===== src/hdl/sliding_window_hit_counter_top_defines.svh =====
// Assertion macros used by the top block to check its own logic.
// Each macro samples on clk_i and is disabled while rst_ni is low.
`ifndef SLIDING_WINDOW_HIT_COUNTER_TOP_DEFINES_SVH
`define SLIDING_WINDOW_HIT_COUNTER_TOP_DEFINES_SVH

// The consequent must hold in the same cycle as the antecedent.
`define SWHC_ASSERT_SAME(label, ante, cons) \
  label: assert property (@(posedge clk_i) disable iff (!rst_ni) (ante) |-> (cons)) \
    else $error("sliding window hit counter check failed");

// The consequent must hold in the cycle after the antecedent.
`define SWHC_ASSERT_NEXT(label, ante, cons) \
  label: assert property (@(posedge clk_i) disable iff (!rst_ni) (ante) |=> (cons)) \
    else $error("sliding window hit counter check failed");

`endif


===== src/hdl/swhc_pkg.sv =====
`timescale 1ns / 1ps

package swhc_pkg;

  localparam int unsigned DepthDefault = 1024;
  localparam int unsigned StampW       = 31;
  localparam int unsigned WindowW      = 16;
  localparam int unsigned HitCountW    = 11;

  localparam logic [WindowW-1:0]   WindowReset = 16'd300;
  localparam logic [HitCountW-1:0] CountMax    = 11'd2047;

  localparam logic OpHit   = 1'b0;
  localparam logic OpQuery = 1'b1;

  typedef struct packed {
    logic              operation;
    logic [StampW-1:0] timestamp;
  } in_item_t;

  typedef struct packed {
    logic [HitCountW-1:0] hit_count;
    logic                 overflow;
  } out_item_t;

  typedef struct packed {
    logic push;
    logic pop;
  } cell_ctrl_t;

  typedef enum logic {
    StIdle,
    StExpire
  } state_e;

endpackage


===== src/hdl/swhc_cell.sv =====
`timescale 1ns / 1ps

module swhc_cell #(
  parameter int unsigned Index = 0,
  parameter int unsigned CntW  = 11
) (
  input  logic                           clk_i,
  input  swhc_pkg::cell_ctrl_t           ctrl_i,
  input  logic [CntW-1:0]                count_i,
  input  logic [swhc_pkg::StampW-1:0]    push_data_i,
  input  logic [swhc_pkg::StampW-1:0]    next_data_i,
  output logic [swhc_pkg::StampW-1:0]    data_o
);

  logic [swhc_pkg::StampW-1:0] data_q, data_d;
  logic                        is_tail;

  // The first free cell sits at the current fill level.
  assign is_tail = (count_i == CntW'(Index));

  always_comb begin
    data_d = data_q;
    if (ctrl_i.pop) begin
      data_d = next_data_i;
    end else if (ctrl_i.push && is_tail) begin
      data_d = push_data_i;
    end
  end

  always_ff @(posedge clk_i) begin
    data_q <= data_d;
  end

  assign data_o = data_q;

endmodule

===== config.mk =====
export PLATFORM = sky130hd
export DESIGN_NAME = swhc_cell
export DESIGN_NICKNAME = d
export VERILOG_FILES = /design/src/hdl/sliding_window_hit_counter_top_defines.svh /design/src/hdl/swhc_pkg.sv /design/src/hdl/swhc_cell.sv
export SDC_FILE = /design/constraint.sdc
export NUM_CORES = 1
export LEC_CHECK = 0
export BUFFER_PORTS_ARGS = -buffer_cell sky130_fd_sc_hd__clkbuf_2
export CELL_PAD_IN_SITES_DETAIL_PLACEMENT = 0
export CELL_PAD_IN_SITES_GLOBAL_PLACEMENT = 2
export CORE_MARGIN = 5
export CORE_UTILIZATION = 27
export DETAILED_ROUTE_END_ITERATION = 7
export MAX_ROUTING_LAYER = met4
export PLACE_DENSITY_LB_ADDON = 0.1
export SLEW_MARGIN = 20
export SYNTH_ARGS = -nofsm -noshare
export SYNTH_HDL_FRONTEND = slang
export SYNTH_SLANG_ARGS = --single-unit

===== constraint.sdc =====
create_clock -name clk_i -period 4.3 [get_ports clk_i]
set_input_delay 0.86 -clock clk_i [delete_from_list [all_inputs] [get_ports clk_i]]
set_output_delay 0.86 -clock clk_i [all_outputs]
set_load 0.005 [all_outputs]

==> summary by stage, run 1 <==
Floorplanning
The region available for standard cell placement spans 5439 µm². The floorplan step set the die width to 84.29 µm. The floorplan step defined a die boundary enclosing 7105 µm².

The floorplan step set the die height to 84.29 µm. The effective utilization at floorplan is 0.2740. The number of I/O pins is 107. The floorplan has 27 rows.

Logic synthesis
The synthesized area divided by synthesized cell count is 21.29 µm². The sequential fraction of the synthesis area is 0.6247. After technology mapping, the gate count stands at 70.

The synthesized netlist occupies a cell area of 1490 µm². The number of distinct library cell variants in the gate-level netlist after synthesis is 8. Counting every net in the synthesized netlist gives 146. The count of state elements after synthesis is 31. Yosys printed 0 warnings.

Global route
The first global-routing pass estimated 5395 µm of wire. In the global route stage, overall resource usage came out at 0.1033. The number of global-route vias before repair is 1172. Entering global routing, the biggest net connects 32 pins. For this run the aggregate overflow at the end of global routing stands at 0. The initial antenna violation count is 0.

CTS
The number of setup buffers added after CTS is 0. The number of clock buffers added by TritonCTS is 5. The clock-pin transition on the worst setup and hold timing paths is 0.06 ns. TritonCTS built the clock tree. The number of instances resized during post-cts repair is 0. The number of levels the H-tree was split into is 2. In this run the deepest clock path goes through 2 buffers. The tree is rooted in a sky130_fd_sc_hd__clkbuf_8. The clock sink count is 31. In this run, post-CTS hold repair placed 0 buffers.

Critical path
Data arrives at the worst endpoint at 2.01 ns. The kind of end point of the critical path is a flop. The sort of element at the start of the critical path is a primary input.

Grouping stages by cell kind, the critical path spends the most delay in compound AO/OA/AOI/OAI gates. The critical path goes through clkbuf_2, nor4b_1, a31o_2. The slowest cell on the critical path is sky130_fd_sc_hd__a31o_2. The largest stage delay on the critical path is 0.74 ns.

Of all nets on the critical path, the largest fanout is 31. The data required time at the worst endpoint is 4.21 ns. The type of the worst setup path is primary input to flop. In this run the number of cells on the critical path is 3. The count of buffering cells on the critical path with inverters included is 1.

Routing
The via density per instance is 4.024. For this block, the initial DRC count from the detailed router was 17. The met1 wire length is 1221 µm. Summed over all nets, wire length on met2 after detailed routing comes to 1959 µm. The number of remaining DRC errors is 0. The uppermost metal layer occupied by signal nets is met4. Wire segments on met3 add up to 314 µm in the final route. The antenna violation net count after detailed routing is 0. The routed wire length is 3552 µm. The post-detailed-route wirelength per cell is 14.04 µm. The total iterations of the first detailed-routing run is 3. Detailed routing inserted a total of 1018 vias.

Power
VDD sags by at most 107.1 µV. The analysis attributes to net switching a power of 0.0001522 W. For this design the static power due to leakage is 1.042 nW.

The share of total power in the clock network is 0.305. The part of the total power dissipated in combinational logic is 0.168. The sequential share of power is 0.527. The total power per unit cell area is 331.7 nW/µm².

The internal portion of the total power is 0.0005539 W. Of the total power, the share spent switching nets is 0.2155.

Layout
The number of diodes is 0. Across the whole layout, storage elements account for 930.9 µm². The commonest non-fill, non-tap cell in the layout is sky130_fd_sc_hd__clkbuf_2. The count of fill cells added during filler insertion is 544. The share of final-layout standard cells stronger than drive strength 1 is 0.8011. The number of nets in the final layout is 256.

The number of flip-flops under the largest register name is 31. The finished layout holds 253 standard cells, fillers aside. The area growth from synthesis to layout is 42.82%. The library cells used most frequently in the layout, excluding fill and tap cells, are sky130_fd_sc_hd__clkbuf_2 (106), sky130_fd_sc_hd__edfxtp_1 (31), sky130_fd_sc_hd__mux2_4 (29). The multi-input combinational cells in the finished layout cover a total of 488.0 µm².

Placed design
The congestion estimate from routability-driven global placement came to 0.7373. The final HPWL from detailed placement is 2825 µm. Port buffering added 106 buffers. Once placement completed, the tool counted placed cells totaling 245.

The minimum setup slack after placement is 1.850 ns.

Flow run
The tool flagged a number of max-cap violations equal to 0.

STA
Of the available clock period, the critical path in the final layout requires 0.4899. The total negative slack for setup checks is 0 ns. The least setup slack across all paths after layout is 2.194 ns. Derived from the worst setup path, the maximum achievable clock frequency is 474.7 MHz. Setup violations remaining at the end of the flow were counted as 0. Setup repair after global routing left no endpoint under its margin. The final hold violation count is 0. The max-slew headroom at the worst pin is 0.4646. The final critical delay including setup and external delays is 2.106 ns. For the pin with the worst max-slew slack, the measured transition is 0.8031 ns. The final number of max-transition violations was 0.

Hold path
The path with the worst hold slack has its endpoint at data_o[26]$_DFFE_PP_. Counting instances, the worst hold path has a depth of 2. In this run the most critical hold path is launched from push_data_i[26]. The worst hold path belongs to the class primary input to flop.

Status
The flow ran to the end, and the final reports show no timing, DRC or antenna violations.
-- layer usage --
layer | vias up | global-route usage
li1 | 496 | -
met1 | 461 | 0.09301
met2 | 56 | 0.1851
met3 | 5 | 0.04809
met4 | 0 | 0.04386
met5 | - | -
-- stage by stage --
| stage | instance area, µm² | hold WS (ns) | total power (W) | util |
|---|---|---|---|---|
| final | 2128 | 0.8806 | 0.0007060 | 0.3913 |
| after global routing | 2128 | 0.8631 | 0.0007446 | 0.3913 |
| after CTS | 2128 | 0.8706 | 0.0007193 | 0.3913 |
| after detailed placement | 2047 | 1.164 | 0.0005005 | 0.3764 |
| after global placement | 2047 | 1.164 | 0.0004988 | 0.3764 |
| after floorplan | 1490 | 1.078 | 0.0004379 | - |
-- final cells by class --
| type | instances | share of cell area |
|---|---|---|
| Clock inverter | 1 | 0.002352 |
| Sequential cell | 31 | 0.4374 |
| Multi-Input combinational cell | 35 | 0.2293 |
| Clock buffer | 7 | 0.03586 |
| Tap cell | 72 | 0.04233 |
| Timing Repair Buffer | 107 | 0.2528 |
-- worst max path at each step --
stage | from | end | slack (ns)
floorplan | count_i[2] | data_o[0]$_DFFE_PP_ | 2.22
global placement | count_i[2] | data_o[3]$_DFFE_PP_ | 1.93
detailed placement | count_i[2] | data_o[3]$_DFFE_PP_ | 1.85
CTS | count_i[2] | data_o[3]$_DFFE_PP_ | 2.15
global route | count_i[2] | data_o[7]$_DFFE_PP_ | 2.04
finish | count_i[2] | data_o[10]$_DFFE_PP_ | 2.19
-- cells by family (layout without fill, tap and decap cells) --
group	after synthesis	count (layout)	synth area share
compound gates	1	1	0.005878
buf+inv	4	115	0.04786
flops	31	31	0.6247
simple gates	3	3	0.01427
mux	31	31	0.3073
-- cell usage after synthesis --
cell type                  number  share of area
sky130_fd_sc_hd__a31o_2         1         0.0059
sky130_fd_sc_hd__buf_12         3          0.040
sky130_fd_sc_hd__buf_6          1         0.0076
sky130_fd_sc_hd__edfxtp_1      31           0.62
sky130_fd_sc_hd__nor4b_1        1         0.0059
sky130_fd_sc_hd__mux2_4        29           0.29
sky130_fd_sc_hd__nor4_1         2         0.0084
sky130_fd_sc_hd__mux2_2         2          0.015
-- power by group through the flow --
stage          combinational [W]  clock, W  sequential [W]
2_1_floorplan          0.0000551         0        0.000383
3_3_place_gp            0.000121         0        0.000378
5_1_grt                 0.000130  0.000239        0.000375
4_1_cts                 0.000122  0.000225        0.000373
3_5_place_dp            0.000121         0        0.000379
6_report                0.000118  0.000215        0.000372
(Power assumes the default switching activity.)
==> run 2: changes to the inputs <==
--- a/config.mk
+++ b/config.mk
@@ -5,11 +5,12 @@
 export SDC_FILE = /design/constraint.sdc
 export NUM_CORES = 1
 export LEC_CHECK = 0
+export ABC_AREA = 1
 export BUFFER_PORTS_ARGS = -buffer_cell sky130_fd_sc_hd__clkbuf_2
 export CELL_PAD_IN_SITES_DETAIL_PLACEMENT = 0
 export CELL_PAD_IN_SITES_GLOBAL_PLACEMENT = 2
 export CORE_MARGIN = 5
-export CORE_UTILIZATION = 27
+export CORE_UTILIZATION = 18
 export DETAILED_ROUTE_END_ITERATION = 7
 export MAX_ROUTING_LAYER = met4
 export PLACE_DENSITY_LB_ADDON = 0.1
==> constraint.sdc (replaced) <==
create_clock -name clk_i -period 1.9 [get_ports clk_i]
set_input_delay 0.38 -clock clk_i [delete_from_list [all_inputs] [get_ports clk_i]]
set_output_delay 0.38 -clock clk_i [all_outputs]
set_load 0.005 [all_outputs]
==> run 2 against run 1 <==
Net effect: combinational power increased by 110%; worst hold slack worse by 0.51 ns; design area down 1.1%; routed wire length rose by 20%; sequential share of layout area up 0.49 points; highest routed layer unchanged; global-route usage shrank 0.99 points; critical endpoint is now data_o[3]$_DFFE_PP_; non-clock buffer count grew 2; synthesized cell count grew 110%; count of clock-buffer cells in the layout is 1 lower.
==> summary by stage, run 2 <==
Status
The flow ran to the end, and the final reports show no timing, DRC or antenna violations.

Placed design
The number of buffer cells added on primary ports is 106. The number of cells in the design after placement is 346. The final HPWL from detailed placement is 3286 µm. The congestion estimate from routability-driven global placement came to 0.6246.

Critical path
The cell class contributing the biggest share of worst-path delay is simple AND/OR/NAND/NOR gates. The type of the worst setup path is primary input to flop. In this design, the stage delay of the slowest critical-path cell is 0.27 ns. The maximum fanout encountered on the critical timing path is 31. The count of buffering cells on the critical path with inverters included is 2. For the worst setup path, the data required time is 1.87 ns. In this run the number of cells on the critical path is 6. The worst setup path is captured at a flop. The critical path goes through clkbuf_2, or2_2, nor2_1, nand2_1, nand2_1, buf_12. The cell seen most often among critical-path stages is sky130_fd_sc_hd__nand2_1. The sort of element at the start of the critical path is a primary input.

The arrival time reported for the critical path endpoint is 1.19 ns. On the critical path, the stage with the largest delay is an instance of sky130_fd_sc_hd__or2_2.

Logic synthesis
The post-synthesis cell type with the largest combined area is sky130_fd_sc_hd__edfxtp_1. Synthesis produced 144 cells. After synthesis, the cell types taking the most area are sky130_fd_sc_hd__edfxtp_1 (68%), sky130_fd_sc_hd__nand2_1 (27%), sky130_fd_sc_hd__buf_2 (2.2%). After synthesis, the most frequently instantiated cells are sky130_fd_sc_hd__nand2_1 (98), sky130_fd_sc_hd__edfxtp_1 (31), sky130_fd_sc_hd__buf_2 (6), sky130_fd_sc_hd__nor2_1 (6). The synthesized design contains 31 enable-type register cells. The dominant register cell in the synthesized netlist is sky130_fd_sc_hd__edfxtp_1. The net count of the mapped netlist is 220.

The portion of synthesized cell area occupied by the leading cell type is 0.6819. The count of state elements after synthesis is 31. The synthesized netlist contains 7 unique library cells. The area of the mapped netlist is 1365 µm². The number of warnings issued by yosys is 0.

The average instance in the mapped netlist occupies 9.480 µm². For this run, asynchronously set or reset flops after synthesis account for 0. The sequential fraction of the synthesis area is 0.6819. sky130_fd_sc_hd__nand2_1 is the most common cell in the netlist.

Power
The design draws 0.001563 W. The share of total power in the clock network is 0.306. The highest ir drop seen on vdd is 210.6 µV. The internal power summed over all cells is 0.001200 W.

The sequential share of power is 0.539. The share of total power dissipated in combinational logic is 0.155. For this design the static power due to leakage is 1.104 nW. For this design the ratio of total power to cell area is 742.9 nW/µm².

The share of total power consumed by net switching is 0.2324. For this design the total switching power over the nets is 0.0003633 W.

Routing
The post-detailed-route wirelength per cell is 12.04 µm. The via density per instance is 3.588. The antenna violation net count after detailed routing is 0. The violation count after the first detailed-route iteration is 18.

The routed wire length is 4262 µm. The total iterations of the first detailed-routing run is 4. The routed layout has 1270 vias. The number of remaining DRC errors is 0.

Floorplanning
After floorplanning, the core was divided into 31 placement rows. The floorplan step set the die height to 97.09 µm. The number of I/O pins is 107. The total die area is 9426 µm².

The region available for standard cell placement spans 7331 µm². The effective utilization at floorplan is 0.1862. The die is 97.09 µm wide.

Hold path
The path category of the worst min-delay check is primary input to flop. The path with the worst hold slack has its endpoint at data_o[18]$_DFFE_PP_. The worst hold path passes through 3 cells. The worst hold path begins at push_data_i[18].

CTS
The number of instances resized during post-cts repair is 0. The tree is rooted in a sky130_fd_sc_hd__clkbuf_8. The number of clock buffers added by TritonCTS is 5.

The clock passes through at most 2 buffers. Buffers inserted to repair hold after CTS numbered 0. The CTS tree is built. The H-tree was split into 2 levels. After clock tree synthesis, the clock-pin slew on the worst setup and hold paths is 0.06 ns. The count of buffers added by post-CTS timing repair for setup is 0. The clock drives 31 sinks.

Global route
The first global-routing pass estimated 6775 µm of wire. Entering global routing, the biggest net connects 32 pins. The number of global-route vias before repair was 1410. The initial antenna violation count was 0.

The global routing usage summed across all routing layers is 0.09340. The global route total overflow is 0.

STA
The final hold violation count is 0. The total negative slack for setup checks is 0 ns. Setup violations remaining at the end of the flow were counted as 0. The actual transition at the worst max-transition pin is 0.3361 ns. Setup repair after global routing left no endpoint under its margin.

The final hold slack is 0.3674 ns. The maximum clock rate is 823.1 MHz. The final number of max-transition violations was 0. The max-slew headroom at the worst pin is 0.7760. The final worst-path cycle share is 0.6394. The final critical delay including setup and external delays is 1.215 ns.

Layout
The number of flip-flops under the largest register name is 31. The library cell used most frequently in the layout, excluding fill and tap cells, is sky130_fd_sc_hd__clkbuf_2. The post-layout instance count excluding filler cells is 354. In the final design database the tool counted 330 nets.

The share of final-layout standard cells stronger than drive strength 1 is 0.4549. In the layout the commonest cells are sky130_fd_sc_hd__clkbuf_2 (106), sky130_fd_sc_hd__nand2_1 (98), sky130_fd_sc_hd__edfxtp_1 (31). Relative to the synthesized area, the layout overhead comes to 54.17%.

The number of antenna diodes in the final layout is 0. At the end of the flow the core is filled with cells to 0.2871. The filler cells instantiated in the layout total 814.

Flow run
Across the run, the number of max-cap violations was 0.
## run 2: cell types whose count changed after synthesis, moves of 2 or more
cell	before	now
sky130_fd_sc_hd__buf_12	3	0
sky130_fd_sc_hd__nor4_1	2	0
sky130_fd_sc_hd__nand2_1	0	98
sky130_fd_sc_hd__buf_2	0	6
sky130_fd_sc_hd__mux2_4	29	0
sky130_fd_sc_hd__mux2_2	2	0
sky130_fd_sc_hd__nor2_1	0	6
## run 2: metrics by stage
| step | instance area [µm²] | worst slack, ns |
|---|---|---|
| CTS | 2105 | 0.6858 |
| finish | 2105 | 0.6851 |
| floorplan | 1365 | 0.04717 |
| global route | 2105 | 0.5742 |
| detailed placement | 2024 | 0.3889 |
| global placement | 2024 | 0.3787 |
## run 2: cells by family (layout without fill, tap and decap cells)
group	after synthesis	after routing	share of synthesized area
simple gates	105	105	0.2906
flops	31	31	0.6819
buf+inv	8	119	0.02749
## run 2: how the worst max path moves through the flow
stage / startpoint / to / slack, ns
global route: count_i[9] / data_o[19]$_DFFE_PP_ / 0.57
detailed placement: count_i[9] / data_o[8]$_DFFE_PP_ / 0.39
floorplan: count_i[9] / data_o[0]$_DFFE_PP_ / 0.05
global placement: count_i[9] / data_o[8]$_DFFE_PP_ / 0.38
finish: count_i[9] / data_o[3]$_DFFE_PP_ / 0.69
CTS: count_i[9] / data_o[3]$_DFFE_PP_ / 0.69
## run 2: cell type report
class	instances	area [µm²]	area share
clock inverters	2	7.507	0.003567
well taps	99	123.9	0.05886
multi-input cells	105	396.6	0.1885
flip-flops and latches	31	930.9	0.4423
clock buffers	6	72.57	0.03448
inverters	2	7.507	0.003567
repair buffers	109	565.5	0.2687
## run 2: power groups by stage
| stage | clock [W] | sequential [W] | combinational, W |
|---|---|---|---|
| final | 0.000478 | 0.000842 | 0.000243 |
| after global routing | 0.000535 | 0.000848 | 0.000279 |
| after CTS | 0.000503 | 0.000843 | 0.000254 |
| after detailed placement | 0 | 0.000857 | 0.000254 |
| after global placement | 0 | 0.000856 | 0.000258 |
| after floorplan | 0 | 0.000867 | 0.0000749 |
## run 2: routing by layer
metal | part of all wire | global-route usage | up-vias
met1 | 0.41 | 0.1021 | 531
met2 | 0.50 | 0.1608 | 57
li1 | - | - | 677
met3 | 0.065 | 0.02656 | 5
met4 | 0.016 | 0.03564 | 0
met5 | 0 | - | -
